$ cat config.mk
export PLATFORM = sky130hd
export DESIGN_NAME = link_traffic_rate_monitor_top
export DESIGN_NICKNAME = d
export VERILOG_FILES = /design/src/hw/rtl/ltrm_pkg.sv /design/src/hw/rtl/link_traffic_rate_monitor_top.sv
export VERILOG_INCLUDE_DIRS = /design/src /design/src/hw/rtl
export SDC_FILE = /design/constraint.sdc
export NUM_CORES = 2
export LEC_CHECK = 0
export BUFFER_PORTS_ARGS = -buffer_cell sky130_fd_sc_hd__buf_2
export CAP_MARGIN = 20
export CORE_MARGIN = 10
export CORE_UTILIZATION = 50
export DETAILED_ROUTE_END_ITERATION = 8
export PLACE_DENSITY = 0.76
export REMOVE_ABC_BUFFERS = 1
export SETUP_SLACK_MARGIN = 0.15
export SYNTH_ARGS = -nofsm -noshare
export SYNTH_HDL_FRONTEND = slang
export SYNTH_SLANG_ARGS = --single-unit
$ cat constraint.sdc
create_clock -name clock -period 15.7 [get_ports clock]
set_input_delay 0 -clock clock [delete_from_list [all_inputs] [get_ports clock]]
set_output_delay 0 -clock clock [all_outputs]
set_load 0.01 [all_outputs]
$ cat src/hw/rtl/link_traffic_rate_monitor_top_macros.svh
// Assertion macros for the link traffic rate monitor.
`ifndef LINK_TRAFFIC_RATE_MONITOR_TOP_MACROS_SVH
`define LINK_TRAFFIC_RATE_MONITOR_TOP_MACROS_SVH

`ifndef NO_ASSERTIONS
`define LTRM_ASSERT_NOW(lbl, pre, post) \
   lbl: assert property (@(posedge clock) disable iff (reset) (pre) |-> (post)) \
      else $error("assertion failed");
`define LTRM_ASSERT_NEXT(lbl, pre, post) \
   lbl: assert property (@(posedge clock) disable iff (reset) (pre) |=> (post)) \
      else $error("assertion failed");
`else
`define LTRM_ASSERT_NOW(lbl, pre, post)
`define LTRM_ASSERT_NEXT(lbl, pre, post)
`endif

`endif

$ cat src/hw/rtl/ltrm_pkg.sv
package ltrm_pkg;

   typedef enum logic [2:0] {
      ST_IDLE,
      ST_ACCUM,
      ST_MUL,
      ST_PREP,
      ST_DIV,
      ST_EVAL,
      ST_DONE
   } ltrm_state_type;

   typedef struct packed {
      logic load_item;
      logic accum;
      logic mul;
      logic prep;
      logic div_step;
      logic eval;
      logic emit;
   } ltrm_ctrl_type;

   localparam logic [1:0] REG_RATE_WINDOW = 2'd0;
   localparam logic [1:0] REG_CRIT_PCT    = 2'd1;
   localparam logic [1:0] REG_MISMATCH    = 2'd2;
   localparam logic [1:0] REG_DISC_TMO    = 2'd3;

   localparam logic [15:0] RATE_WINDOW_RST = 16'd1000;
   localparam logic [6:0]  CRIT_PCT_RST    = 7'd90;
   localparam logic [15:0] MISMATCH_RST    = 16'd32;
   localparam logic [31:0] DISC_TMO_RST    = 32'd5000;

   localparam logic [49:0] RATE_SCALE      = 50'd1000;
   localparam logic [30:0] PERCENT_SCALE   = 31'd100;
   localparam logic [15:0] RATIO_ONE       = 16'd16;
   localparam logic [15:0] RATIO_ONE_SIDED = 16'd15984;

   localparam logic [5:0]  DIV_STEPS       = 6'd32;

endpackage

$ cat src/hw/rtl/link_traffic_rate_monitor_top.sv
// channel | dir | handshake            | payload
// req     | in  | req_valid/req_ready  | tick, clear, rx/tx packet, push, blocked flags
// rsp     | out | rsp_valid/rsp_ready  | rates, totals, blocked counts, five flags
// csr     | in  | psel/penable/pwrite  | four registers at 4*i, pready tied high
//
// A word without a rate update passes the sequencer through accept, accumulate,
// evaluate and emit; its result is registered as it is emitted.
// A rate update adds two passes of one shared radix-2 divider, each made of scale,
// range check and 32 steps; a saturating pass ends at its check.
// A stalled result holds the sequencer in its emit state; no word is taken meanwhile.
// Reset is synchronous and clears all counters, rates and registers to defaults.
`include "link_traffic_rate_monitor_top_macros.svh"

module link_traffic_rate_monitor_top
   import ltrm_pkg::*;
(
   input  logic        clock,
   input  logic        reset,

   input  logic        req_valid,
   output logic        req_ready,
   input  logic        req_tick,
   input  logic        req_clear,
   input  logic        req_rx_valid,
   input  logic [15:0] req_rx_bytes,
   input  logic        req_tx_valid,
   input  logic [15:0] req_tx_bytes,
   input  logic        req_push_valid,
   input  logic [23:0] req_buffer_level,
   input  logic [23:0] req_buffer_size,
   input  logic        req_send_blocked,
   input  logic        req_recv_blocked,

   output logic        rsp_valid,
   input  logic        rsp_ready,
   output logic [31:0] rsp_receive_rate,
   output logic [31:0] rsp_send_rate,
   output logic [47:0] rsp_total_received,
   output logic [47:0] rsp_total_sent,
   output logic [31:0] rsp_sends_blocked,
   output logic [31:0] rsp_receives_blocked,
   output logic        rsp_overflow_flag,
   output logic        rsp_mismatch_flag,
   output logic        rsp_sender_slow_flag,
   output logic        rsp_receiver_gone_flag,
   output logic        rsp_sender_gone_flag,

   input  logic        psel,
   input  logic        penable,
   input  logic        pwrite,
   input  logic [3:0]  paddr,
   input  logic [31:0] pwdata,
   output logic [31:0] prdata,
   output logic        pready
);

   ltrm_state_type state_ff, state_in;
   ltrm_ctrl_type  ctrl;

   logic [15:0] rate_window_ff, rate_window_in;
   logic [6:0]  crit_pct_ff, crit_pct_in;
   logic [15:0] mismatch_ff, mismatch_in;
   logic [31:0] disc_tmo_ff, disc_tmo_in;

   logic        it_tick_ff, it_tick_in;
   logic        it_clear_ff, it_clear_in;
   logic        it_rxv_ff, it_rxv_in;
   logic [15:0] it_rxb_ff, it_rxb_in;
   logic        it_txv_ff, it_txv_in;
   logic [15:0] it_txb_ff, it_txb_in;
   logic        it_push_ff, it_push_in;
   logic [23:0] it_level_ff, it_level_in;
   logic [23:0] it_cap_ff, it_cap_in;
   logic        it_sblk_ff, it_sblk_in;
   logic        it_rblk_ff, it_rblk_in;

   logic [47:0] rx_total_ff, rx_total_in;
   logic [47:0] tx_total_ff, tx_total_in;
   logic [39:0] rx_window_ff, rx_window_in;
   logic [39:0] tx_window_ff, tx_window_in;
   logic [31:0] rx_rate_ff, rx_rate_in;
   logic [31:0] tx_rate_ff, tx_rate_in;
   logic [31:0] elapsed_ff, elapsed_in;
   logic [31:0] since_send_ff, since_send_in;
   logic [31:0] since_recv_ff, since_recv_in;
   logic        pressure_ff, pressure_in;
   logic [31:0] blk_send_ff, blk_send_in;
   logic [31:0] blk_recv_ff, blk_recv_in;

   logic        side_tx_ff, side_tx_in;
   logic [30:0] level_prod_ff, level_prod_in;
   logic [30:0] cap_prod_ff, cap_prod_in;
   logic [49:0] div_num_ff, div_num_in;
   logic [31:0] div_rem_ff, div_rem_in;
   logic [31:0] div_quo_ff, div_quo_in;
   logic [5:0]  div_cnt_ff, div_cnt_in;
   logic [35:0] mis_hi_ff, mis_hi_in;
   logic [47:0] mis_prod_ff, mis_prod_in;
   logic        both_zero_ff, both_zero_in;
   logic        one_zero_ff, one_zero_in;

   logic        rsp_valid_ff, rsp_valid_in;
   logic [31:0] o_rx_rate_ff, o_rx_rate_in;
   logic [31:0] o_tx_rate_ff, o_tx_rate_in;
   logic [47:0] o_rx_total_ff, o_rx_total_in;
   logic [47:0] o_tx_total_ff, o_tx_total_in;
   logic [31:0] o_blk_send_ff, o_blk_send_in;
   logic [31:0] o_blk_recv_ff, o_blk_recv_in;
   logic        o_ovf_ff, o_ovf_in;
   logic        o_mis_ff, o_mis_in;
   logic        o_slow_ff, o_slow_in;
   logic        o_rgone_ff, o_rgone_in;
   logic        o_sgone_ff, o_sgone_in;

   logic        out_free;
   logic        rate_due;
   logic        div_sat;
   logic        div_last;
   logic        div_ge;
   logic [33:0] div_trial;
   logic        rate_write;
   logic [31:0] rate_value;
   logic [15:0] win;
   logic [48:0] rx_total_sum, tx_total_sum;
   logic [40:0] rx_window_sum, tx_window_sum;
   logic [39:0] div_bytes;
   logic [31:0] rate_hi, rate_lo;
   logic        csr_wr;

   assign out_free  = !rsp_valid_ff || rsp_ready;
   assign win       = (rate_window_ff == 16'd0) ? 16'd1 : rate_window_ff;
   assign div_sat   = {14'd0, div_num_ff[49:32]} >= elapsed_ff;
   assign div_last  = (div_cnt_ff == 6'd1);
   assign div_trial = {1'b0, div_rem_ff, div_quo_ff[31]} - {2'b00, elapsed_ff};
   assign div_ge    = !div_trial[33];
   assign rate_write = (ctrl.prep && div_sat) || (ctrl.div_step && div_last);
   assign rate_value = ctrl.prep ? 32'hFFFF_FFFF : {div_quo_ff[30:0], div_ge};
   assign div_bytes = side_tx_ff ? tx_window_ff : rx_window_ff;

   // next state
   always_comb begin
      state_in = state_ff;
      case (state_ff)
         ST_IDLE:  if (req_valid) state_in = ST_ACCUM;
         ST_ACCUM: state_in = rate_due ? ST_MUL : ST_EVAL;
         ST_MUL:   state_in = ST_PREP;
         ST_PREP: begin
            if (div_sat) state_in = side_tx_ff ? ST_EVAL : ST_MUL;
            else         state_in = ST_DIV;
         end
         ST_DIV: begin
            if (div_last) state_in = side_tx_ff ? ST_EVAL : ST_MUL;
         end
         ST_EVAL:  state_in = ST_DONE;
         ST_DONE:  if (out_free) state_in = ST_IDLE;
         default:  state_in = ST_IDLE;
      endcase
   end

   // sequencer outputs
   always_comb begin
      ctrl      = '0;
      req_ready = 1'b0;
      case (state_ff)
         ST_IDLE: begin
            req_ready      = 1'b1;
            ctrl.load_item = req_valid;
         end
         ST_ACCUM: ctrl.accum    = 1'b1;
         ST_MUL:   ctrl.mul      = 1'b1;
         ST_PREP:  ctrl.prep     = 1'b1;
         ST_DIV:   ctrl.div_step = 1'b1;
         ST_EVAL:  ctrl.eval     = 1'b1;
         ST_DONE:  ctrl.emit     = out_free;
         default: begin
            ctrl      = '0;
            req_ready = 1'b0;
         end
      endcase
   end

   // csr port
   assign pready = 1'b1;
   assign csr_wr = psel && penable && pwrite;

   always_comb begin
      case (paddr[3:2])
         REG_RATE_WINDOW: prdata = {16'd0, rate_window_ff};
         REG_CRIT_PCT:    prdata = {25'd0, crit_pct_ff};
         REG_MISMATCH:    prdata = {16'd0, mismatch_ff};
         REG_DISC_TMO:    prdata = disc_tmo_ff;
         default:         prdata = 32'd0;
      endcase
   end

   always_comb begin
      rate_window_in = rate_window_ff;
      crit_pct_in    = crit_pct_ff;
      mismatch_in    = mismatch_ff;
      disc_tmo_in    = disc_tmo_ff;
      if (csr_wr) begin
         case (paddr[3:2])
            REG_RATE_WINDOW: rate_window_in = pwdata[15:0];
            REG_CRIT_PCT:    crit_pct_in    = pwdata[6:0];
            REG_MISMATCH:    mismatch_in    = pwdata[15:0];
            REG_DISC_TMO:    disc_tmo_in    = pwdata;
            default:         disc_tmo_in    = disc_tmo_ff;
         endcase
      end
   end

   // word capture
   always_comb begin
      it_tick_in  = it_tick_ff;
      it_clear_in = it_clear_ff;
      it_rxv_in   = it_rxv_ff;
      it_rxb_in   = it_rxb_ff;
      it_txv_in   = it_txv_ff;
      it_txb_in   = it_txb_ff;
      it_push_in  = it_push_ff;
      it_level_in = it_level_ff;
      it_cap_in   = it_cap_ff;
      it_sblk_in  = it_sblk_ff;
      it_rblk_in  = it_rblk_ff;
      if (ctrl.load_item) begin
         it_tick_in  = req_tick;
         it_clear_in = req_clear;
         it_rxv_in   = req_rx_valid;
         it_rxb_in   = req_rx_bytes;
         it_txv_in   = req_tx_valid;
         it_txb_in   = req_tx_bytes;
         it_push_in  = req_push_valid;
         it_level_in = req_buffer_level;
         it_cap_in   = req_buffer_size;
         it_sblk_in  = req_send_blocked;
         it_rblk_in  = req_recv_blocked;
      end
   end

   // counters, totals and the shared divider
   always_comb begin
      rx_total_in   = rx_total_ff;
      tx_total_in   = tx_total_ff;
      rx_window_in  = rx_window_ff;
      tx_window_in  = tx_window_ff;
      rx_rate_in    = rx_rate_ff;
      tx_rate_in    = tx_rate_ff;
      elapsed_in    = elapsed_ff;
      since_send_in = since_send_ff;
      since_recv_in = since_recv_ff;
      pressure_in   = pressure_ff;
      blk_send_in   = blk_send_ff;
      blk_recv_in   = blk_recv_ff;
      side_tx_in    = side_tx_ff;
      level_prod_in = level_prod_ff;
      cap_prod_in   = cap_prod_ff;
      div_num_in    = div_num_ff;
      div_rem_in    = div_rem_ff;
      div_quo_in    = div_quo_ff;
      div_cnt_in    = div_cnt_ff;
      mis_hi_in     = mis_hi_ff;
      mis_prod_in   = mis_prod_ff;
      both_zero_in  = both_zero_ff;
      one_zero_in   = one_zero_ff;
      rate_due      = 1'b0;
      rx_total_sum  = '0;
      tx_total_sum  = '0;
      rx_window_sum = '0;
      tx_window_sum = '0;
      rate_hi       = '0;
      rate_lo       = '0;

      if (ctrl.accum) begin
         if (it_tick_ff) begin
            if (elapsed_in != 32'hFFFF_FFFF)    elapsed_in    = elapsed_in + 32'd1;
            if (since_send_in != 32'hFFFF_FFFF) since_send_in = since_send_in + 32'd1;
            if (since_recv_in != 32'hFFFF_FFFF) since_recv_in = since_recv_in + 32'd1;
         end
         if (it_clear_ff) begin
            rx_total_in  = '0;
            tx_total_in  = '0;
            rx_window_in = '0;
            tx_window_in = '0;
            rx_rate_in   = '0;
            tx_rate_in   = '0;
            pressure_in  = 1'b0;
            blk_send_in  = '0;
            blk_recv_in  = '0;
         end
         rx_total_sum  = {1'b0, rx_total_in} + {33'd0, it_rxb_ff};
         rx_window_sum = {1'b0, rx_window_in} + {25'd0, it_rxb_ff};
         tx_total_sum  = {1'b0, tx_total_in} + {33'd0, it_txb_ff};
         tx_window_sum = {1'b0, tx_window_in} + {25'd0, it_txb_ff};
         if (it_rxv_ff) begin
            rx_total_in   = rx_total_sum[48] ? '1 : rx_total_sum[47:0];
            rx_window_in  = rx_window_sum[40] ? '1 : rx_window_sum[39:0];
            since_recv_in = '0;
         end
         if (it_txv_ff) begin
            tx_total_in   = tx_total_sum[48] ? '1 : tx_total_sum[47:0];
            tx_window_in  = tx_window_sum[40] ? '1 : tx_window_sum[39:0];
            since_send_in = '0;
         end
         if (it_sblk_ff && blk_send_in != 32'hFFFF_FFFF) blk_send_in = blk_send_in + 32'd1;
         if (it_rblk_ff && blk_recv_in != 32'hFFFF_FFFF) blk_recv_in = blk_recv_in + 32'd1;
         rate_due      = (it_rxv_ff || it_txv_ff) && (elapsed_in >= {16'd0, win});
         side_tx_in    = 1'b0;
         level_prod_in = 31'(it_level_ff) * PERCENT_SCALE;
         cap_prod_in   = 31'(it_cap_ff) * 31'(crit_pct_ff);
      end

      if (ctrl.mul) begin
         div_num_in = 50'(div_bytes) * RATE_SCALE;
      end

      if (ctrl.prep) begin
         div_rem_in = {14'd0, div_num_ff[49:32]};
         div_quo_in = div_num_ff[31:0];
         div_cnt_in = DIV_STEPS;
      end

      if (ctrl.div_step) begin
         div_rem_in = div_ge ? div_trial[31:0] : {div_rem_ff[30:0], div_quo_ff[31]};
         div_quo_in = {div_quo_ff[30:0], div_ge};
         div_cnt_in = div_cnt_ff - 6'd1;
      end

      if (rate_write) begin
         if (side_tx_ff) begin
            tx_rate_in   = rate_value;
            rx_window_in = '0;
            tx_window_in = '0;
            elapsed_in   = '0;
            side_tx_in   = 1'b0;
         end else begin
            rx_rate_in = rate_value;
            side_tx_in = 1'b1;
         end
      end

      if (ctrl.eval) begin
         if (it_push_ff && it_cap_ff != 24'd0) pressure_in = level_prod_ff >= cap_prod_ff;
         rate_hi      = (rx_rate_ff > tx_rate_ff) ? rx_rate_ff : tx_rate_ff;
         rate_lo      = (rx_rate_ff > tx_rate_ff) ? tx_rate_ff : rx_rate_ff;
         mis_hi_in    = {rate_hi, 4'b0000};
         mis_prod_in  = 48'(rate_lo) * 48'(mismatch_ff);
         both_zero_in = (rx_rate_ff == 32'd0) && (tx_rate_ff == 32'd0);
         one_zero_in  = (rx_rate_ff == 32'd0) || (tx_rate_ff == 32'd0);
      end
   end

   // result register
   always_comb begin
      rsp_valid_in  = rsp_valid_ff && !rsp_ready;
      o_rx_rate_in  = o_rx_rate_ff;
      o_tx_rate_in  = o_tx_rate_ff;
      o_rx_total_in = o_rx_total_ff;
      o_tx_total_in = o_tx_total_ff;
      o_blk_send_in = o_blk_send_ff;
      o_blk_recv_in = o_blk_recv_ff;
      o_ovf_in      = o_ovf_ff;
      o_mis_in      = o_mis_ff;
      o_slow_in     = o_slow_ff;
      o_rgone_in    = o_rgone_ff;
      o_sgone_in    = o_sgone_ff;
      if (ctrl.emit) begin
         rsp_valid_in  = 1'b1;
         o_rx_rate_in  = rx_rate_ff;
         o_tx_rate_in  = tx_rate_ff;
         o_rx_total_in = rx_total_ff;
         o_tx_total_in = tx_total_ff;
         o_blk_send_in = blk_send_ff;
         o_blk_recv_in = blk_recv_ff;
         o_ovf_in      = pressure_ff;
         if (both_zero_ff)     o_mis_in = RATIO_ONE >= mismatch_ff;
         else if (one_zero_ff) o_mis_in = RATIO_ONE_SIDED >= mismatch_ff;
         else                  o_mis_in = {12'd0, mis_hi_ff} >= mis_prod_ff;
         o_slow_in  = (rx_rate_ff != 32'd0) && ({tx_rate_ff, 1'b0} < {1'b0, rx_rate_ff});
         o_rgone_in = (rx_total_ff != 48'd0) && (tx_total_ff == 48'd0) &&
                      (since_send_ff > disc_tmo_ff);
         o_sgone_in = (tx_total_ff != 48'd0) && (rx_total_ff == 48'd0) &&
                      (since_recv_ff > disc_tmo_ff);
      end
   end

   always_ff @(posedge clock) begin
      if (reset) begin
         state_ff       <= ST_IDLE;
         rate_window_ff <= RATE_WINDOW_RST;
         crit_pct_ff    <= CRIT_PCT_RST;
         mismatch_ff    <= MISMATCH_RST;
         disc_tmo_ff    <= DISC_TMO_RST;
         rx_total_ff    <= '0;
         tx_total_ff    <= '0;
         rx_window_ff   <= '0;
         tx_window_ff   <= '0;
         rx_rate_ff     <= '0;
         tx_rate_ff     <= '0;
         elapsed_ff     <= '0;
         since_send_ff  <= '0;
         since_recv_ff  <= '0;
         pressure_ff    <= 1'b0;
         blk_send_ff    <= '0;
         blk_recv_ff    <= '0;
         side_tx_ff     <= 1'b0;
         div_cnt_ff     <= '0;
         rsp_valid_ff   <= 1'b0;
      end else begin
         state_ff       <= state_in;
         rate_window_ff <= rate_window_in;
         crit_pct_ff    <= crit_pct_in;
         mismatch_ff    <= mismatch_in;
         disc_tmo_ff    <= disc_tmo_in;
         rx_total_ff    <= rx_total_in;
         tx_total_ff    <= tx_total_in;
         rx_window_ff   <= rx_window_in;
         tx_window_ff   <= tx_window_in;
         rx_rate_ff     <= rx_rate_in;
         tx_rate_ff     <= tx_rate_in;
         elapsed_ff     <= elapsed_in;
         since_send_ff  <= since_send_in;
         since_recv_ff  <= since_recv_in;
         pressure_ff    <= pressure_in;
         blk_send_ff    <= blk_send_in;
         blk_recv_ff    <= blk_recv_in;
         side_tx_ff     <= side_tx_in;
         div_cnt_ff     <= div_cnt_in;
         rsp_valid_ff   <= rsp_valid_in;
      end
   end

   always_ff @(posedge clock) begin
      it_tick_ff    <= it_tick_in;
      it_clear_ff   <= it_clear_in;
      it_rxv_ff     <= it_rxv_in;
      it_rxb_ff     <= it_rxb_in;
      it_txv_ff     <= it_txv_in;
      it_txb_ff     <= it_txb_in;
      it_push_ff    <= it_push_in;
      it_level_ff   <= it_level_in;
      it_cap_ff     <= it_cap_in;
      it_sblk_ff    <= it_sblk_in;
      it_rblk_ff    <= it_rblk_in;
      level_prod_ff <= level_prod_in;
      cap_prod_ff   <= cap_prod_in;
      div_num_ff    <= div_num_in;
      div_rem_ff    <= div_rem_in;
      div_quo_ff    <= div_quo_in;
      mis_hi_ff     <= mis_hi_in;
      mis_prod_ff   <= mis_prod_in;
      both_zero_ff  <= both_zero_in;
      one_zero_ff   <= one_zero_in;
      o_rx_rate_ff  <= o_rx_rate_in;
      o_tx_rate_ff  <= o_tx_rate_in;
      o_rx_total_ff <= o_rx_total_in;
      o_tx_total_ff <= o_tx_total_in;
      o_blk_send_ff <= o_blk_send_in;
      o_blk_recv_ff <= o_blk_recv_in;
      o_ovf_ff      <= o_ovf_in;
      o_mis_ff      <= o_mis_in;
      o_slow_ff     <= o_slow_in;
      o_rgone_ff    <= o_rgone_in;
      o_sgone_ff    <= o_sgone_in;
   end

   assign rsp_valid              = rsp_valid_ff;
   assign rsp_receive_rate       = o_rx_rate_ff;
   assign rsp_send_rate          = o_tx_rate_ff;
   assign rsp_total_received     = o_rx_total_ff;
   assign rsp_total_sent         = o_tx_total_ff;
   assign rsp_sends_blocked      = o_blk_send_ff;
   assign rsp_receives_blocked   = o_blk_recv_ff;
   assign rsp_overflow_flag      = o_ovf_ff;
   assign rsp_mismatch_flag      = o_mis_ff;
   assign rsp_sender_slow_flag   = o_slow_ff;
   assign rsp_receiver_gone_flag = o_rgone_ff;
   assign rsp_sender_gone_flag   = o_sgone_ff;

   `LTRM_ASSERT_NEXT(a_accept_starts, req_valid && req_ready, state_ff == ST_ACCUM)
   `LTRM_ASSERT_NOW(a_div_rem_bound, state_ff == ST_DIV, div_rem_ff < elapsed_ff)
   `LTRM_ASSERT_NEXT(a_emit_result, ctrl.emit, rsp_valid_ff && state_ff == ST_IDLE)

endmodule

* Word-level counts from Yosys, hierarchy flattened
Index checks and enable logic that the tools add are counted.
** Storage, ports and cells
- Output and inout port bits :: 264
- Register bits :: 1052
- Input port bits :: 130
- Word-level logic and storage cells :: 227
** Operators by class
- Reductions and logical operators :: 46
- Multiply operators :: 4
- Equality and inequality tests :: 18
- Mux-type cells :: 87
- $lt $le $gt $ge :: 10
- $add $sub $neg :: 11
** Operators with widths (count)
- $mux W32 :: 34
- $mux W40 :: 15
- $mux W48 :: 8
- $add A32 B1 Y32 const B :: 5
- $ne A32 B32 Y1 const B :: 5
- $pmux W32 S4 :: 1
- $add A48 B16 Y49 :: 2
- $gt A32 B32 Y1 :: 3
- $logic_not A48 Y1 :: 2
- $reduce_bool A48 Y1 :: 2
- $add A40 B16 Y41 :: 2
- $logic_not A32 Y1 :: 2
- $ge A36 B48 Y1 :: 1
- $mul A32 B16 Y48 :: 1
- $mul A40 B7 Y47 const B :: 1
- $sub A33 B32 Y34 :: 1
- $lt A33 B32 Y1 :: 1
- $ge A18 B32 Y1 :: 1
- $ge A32 B16 Y1 :: 1
- $reduce_bool A32 Y1 :: 1
- $ge A31 B31 Y1 :: 1
- $mul A24 B7 Y31 :: 1
- $mul A24 B5 Y29 const B :: 1
- $reduce_bool A24 Y1 :: 1
- other kinds (24) :: 83

* Depth between registers and ports, before layout
- Depth in word-level cells :: 9
- Depth in mapped cells :: 39
- Mapped depth without buffers :: 37

* Worst setup path before layout
Ideal clock, no wire load.
- Kind :: register -> register
- From :: register state_ff[0]
- To :: register o_mis_ff (netlist: rsp_mismatch_flag), enable pin
- Arrival time :: 11101 ps
- Buffers on the path :: 1
- Setup slack :: 3749 ps
- Cell stages (with the launch flop) :: 5
- Required time :: 14850 ps
- Period minus slack after synthesis :: 11951 ps
- Setup time :: 850 ps
- Cell sequence :: dfxtp_1 -> clkbuf_1 -> nand2b_1 -> or2_2 -> nor2b_1
** RTL lines
- from (decl) :: RTL line link_traffic_rate_monitor_top.sv:57 : ltrm_state_type state_ff, state_in;
- from (signal assigned) :: RTL line link_traffic_rate_monitor_top.sv:409 : state_ff <= state_in;
- to (signal assigned) :: RTL line link_traffic_rate_monitor_top.sv:460 : o_mis_ff <= o_mis_in;
- to (decl) :: RTL line link_traffic_rate_monitor_top.sv:110 : logic o_mis_ff, o_mis_in;

* Worst setup path in the final report
- From :: register tx_rate_ff[16]
- To :: register mis_prod_ff[47], data pin
** Between the ends
- Word-level cells in the longest chain between the ends :: 3
** Ends and longest elaborated chain
- from (decl) :: RTL line link_traffic_rate_monitor_top.sv:82 : logic [31:0] tx_rate_ff, tx_rate_in;
- from (signal assigned) :: RTL line link_traffic_rate_monitor_top.sv:419 : tx_rate_ff <= tx_rate_in;
- $gt A32 B32 Y1 :: RTL line link_traffic_rate_monitor_top.sv:344 : rate_lo = (rx_rate_ff > tx_rate_ff) ? tx_rate_ff : rx_rate_ff;
- $mux W32 (*) :: RTL line link_traffic_rate_monitor_top.sv:344
- $mul A32 B16 Y48 (*) :: RTL line link_traffic_rate_monitor_top.sv:346 : mis_prod_in = 48'(rate_lo) * 48'(mismatch_ff);
- to (signal assigned) :: RTL line link_traffic_rate_monitor_top.sv:450 : mis_prod_ff <= mis_prod_in;
- to (decl) :: RTL line link_traffic_rate_monitor_top.sv:98 : logic [47:0] mis_prod_ff, mis_prod_in;
Every way passes the cells marked *; elsewhere a longest branch is shown, timed or not.
A chain may end at the register's enable or synchronous reset.

==> impl_metrics.json <==
{
  "async_flop_share": 0,
  "synth_cells": 8668,
  "rsz0062_at_grt": "no",
  "post_dp_cell_area_um2": 86200,
  "firstDrtPassIters": 6,
  "crit_path_end_kind": "flip-flop",
  "vias_per_cell": 5.826,
  "final_common_cell": "nand2_1",
  "status": "completed",
  "slew_viol_final": 0,
  "antenna_found_initial": 18,
  "grtUsageTotal": 0.2561,
  "core_um2": 162800,
  "cts_resized": 0,
  "synth-seq-area-share": 0.3266,
  "final_cell_mix": "nand2_1 (1072), inv_1 (1071), fa_1 (701)",
  "cap_violations": 0,
  "worst_path_most_repeated_cell": "fa_1",
  "start_util": 0.5033,
  "wl_met1_mm": 91.01,
  "final-setup-viol-count": 0,
  "top_layer": "met5",
  "period_needed_ns": 10.82,
  "ys.flop_type": "edfxtp_1",
  "via_count": 66577,
  "required_ns": 16.20,
  "crit_slowest_cell": "mux2i_2",
  "synth_seq_cells": 1052,
  "min_period_over_period": 0.6894,
  "fmaxAchievable_mhz": 92.39,
  "drc": 0,
  "synthToLayoutAreaGrowth_pct": 12.87,
  "root_buffer": "clkbuf_16",
  "stdcell_area_um2": 92470,
  "clockBufferDepth": 3,
  "io_pins": 394,
  "wl_met3_mm": 19.43,
  "met2_length_mm": 110.7,
  "ant_nets": 0,
  "slowest_delay_ns": 0.96,
  "hold_path_class": "primary input to flip-flop",
  "routed_wl_mm": 237.7,
  "cts_tree": "yes",
  "reg2reg_depth": 33,
  "worst_clock_skew_ns": 0.08149,
  "overflow": 0,
  "drt-initial-drc-count": 6492,
  "wl_per_cell_um": 20.80,
  "syn_area_um2": 81920,
  "cts_buffers": 114,
  "drive_above_1_share": 0.09132,
  "cts_max_level": 3,
  "cts.reportedPaths.clkPinSlew_ns": 0.06,
  "rows": 148,
  "synth.distinct_cells": 100,
  "yosys_warnings": 0,
  "start_kind": "flip-flop",
  "grt_pass1_vias": 67066,
  "dp_hpwl_mm": 174.1,
  "worstPathMaxFanout": 57,
  "cts_sinks": 1052,
  "power_density_nw_per_um2": 126.6,
  "grt_pass1_wl_mm": 370.9,
  "postCtsSetupRepairBufs": 0,
  "nets": 10638,
  "die_area_um2": 180400,
  "holdPathStages": 4,
  "die_x_um": 424.8,
  "worst_slew_pin_slew_ns": 1.202,
  "syn_avg_cell_area_um2": 9.451,
  "worst_ep_arrival_time_ns": 11.33,
  "final_hold_viol_count": 0,
  "fillerInstances": 13609,
  "setup_tns_ns": 0,
  "hold-worst-slack_ns": 0.04926,
  "gp_congestion": 0.9324,
  "leakage_nw": 40.71,
  "relSlewSlack": 0.1935,
  "grt_start_max_net_pins": 138,
  "die_h_um": 424.8,
  "synth_edf_count": 569,
  "clk-insertion-delay-late_ns": 0.82,
  "ir_worst_vdd_mv": 0.1449,
  "path_class": "flip-flop to flip-flop",
  "io_buffers": 390
}
==> cells by family after synthesis <==
| kind of cell | synth area share |
|---|---|
| other | 0.00004578 |
| muxes | 0.01561 |
| DFF | 0.3266 |
| and+or+nand+nor | 0.1652 |
| AOI/OAI and AO/OA | 0.1128 |
| buffers and inverters | 0.06639 |
| adders and majority gates | 0.2739 |
| xor gates and xnor gates | 0.03934 |
==> cell usage after synthesis (all sizes together) (10+ instances only) <==
master / instances / area (um2)
nand2: 1076 / 4039
inv: 1075 / 4035
fa: 701 / 14030
ha: 672 / 8408
edfxtp: 569 / 17090
nor2: 549 / 2071
a21oi: 496 / 2486
dfxtp: 483 / 9669
clkbuf: 312 / 1171
o21ai: 309 / 1550
and2: 276 / 1727
xnor2: 239 / 2093
nand3: 174 / 875.8
a21o: 170 / 1276
nor2b: 142 / 888.4
xor2: 129 / 1130
nor3: 128 / 666.9
nand4: 124 / 775.7
a31oi: 91 / 569.3
and3: 89 / 556.8
nor4: 77 / 481.7
nand2b: 67 / 419.2
mux2i: 58 / 580.6
o21a: 58 / 435.4
buf: 56 / 232.7
mux2: 48 / 540.5
o22ai: 43 / 269.0
a211oi: 42 / 320.3
o21bai: 42 / 315.3
or3: 38 / 242.7
and4: 33 / 290.3
o211ai: 29 / 217.7
o31ai: 22 / 170.2
or2: 22 / 137.6
a41oi: 21 / 183.9
or4: 16 / 127.6
nor3b: 12 / 90.09
a311oi: 11 / 102.6
o211a: 11 / 110.1
a211o: 10 / 87.58
==> path summary, 6_finish.rpt <==
path                                      start                  endpoint  slack [ns]
worst max-delay path             tx_rate_ff[16]           mis_prod_ff[47]        4.88
worst min-delay path                  pwdata[7]         rate_window_ff[7]        0.05
worst max register to register   tx_rate_ff[16]           mis_prod_ff[47]        4.88
worst min register to register  blk_recv_ff[10]  rsp_receives_blocked[10]        0.45
==> cell type report <==
| type | count | area [um2] | share of cell area |
|---|---|---|---|
| diodes | 21 | 52.55 | 0.0005683 |
| well taps | 2175 | 2721 | 0.02943 |
| repair buffers | 719 | 5055 | 0.05467 |
| inverters | 1075 | 4040 | 0.04369 |
| clock inverters | 59 | 678.2 | 0.007334 |
| multi-input cells | 6173 | 49950 | 0.5402 |
| flip-flops and latches | 1052 | 26770 | 0.2895 |
| clock buffers | 153 | 3206 | 0.03467 |
==> layer usage <==
metal / up-vias / global-route usage
met5: - / 0
li1: 30166 / -
met2: 3039 / 0.4182
met1: 32625 / 0.3094
met4: 2 / 0.1617
met3: 745 / 0.05176
==> power by group <==
group	internal, mW	switching [mW]	total (mW)	leakage [nW]
sequential	3.50	0.324	3.82	9.14
combinational	2.04	3.08	5.12	29.7
clock	1.55	1.22	2.77	1.87
total	7.08	4.63	11.7	40.7
==> flip-flops by register name, indices dropped and copies added (netlist names), 32 cells and up <==
| signal | flops |
|---|---|
| disc_tmo_ff | 32 |
| div_rem_ff | 32 |
| rsp_sends_blocked | 32 |
| blk_send_ff | 32 |
| since_send_ff | 32 |
| elapsed_ff | 32 |
| rsp_receive_rate | 32 |
| mis_prod_ff | 48 |
| rsp_receives_blocked | 32 |
| div_quo_ff | 32 |
| rsp_send_rate | 32 |
| rx_rate_ff | 32 |
| tx_rate_ff | 32 |
| mis_hi_ff | 32 |
| blk_recv_ff | 32 |
| tx_total_ff | 48 |
| since_recv_ff | 32 |
| div_num_ff | 47 |
| tx_window_ff | 40 |
| rsp_total_received | 48 |
| rx_window_ff | 40 |
| rsp_total_sent | 48 |
| rx_total_ff | 48 |
==> per-stage QoR <==
stage	setup slack (ns)	utilization	cells	power [mW]
floorplan	2.214	-	8300	7.458
global placement	4.799	0.5296	10963	8.618
detailed placement	4.773	0.5296	10964	8.820
CTS	4.716	0.5673	11401	11.67
global route	4.335	0.5680	11423	12.46
finish	4.876	0.5681	11427	11.71
==> worst max-delay path, delay by kind of cell (launching register included) <==
family	cells	cell delay, ns
buf+inv	5	0.96
fa+ha+maj	8	3.87
simple gates	8	1.31
compound gates	10	2.84
flops	1	0.54
mux	1	0.96
xor+xnor	1	0.09
==> repair_timing <==
action	CTS	global route
endpoints found under the hold margin	209	0
hold buffers	225	0
endpoints found under the setup margin	0	0
Note: power is estimated with default switching activity, not from simulation.
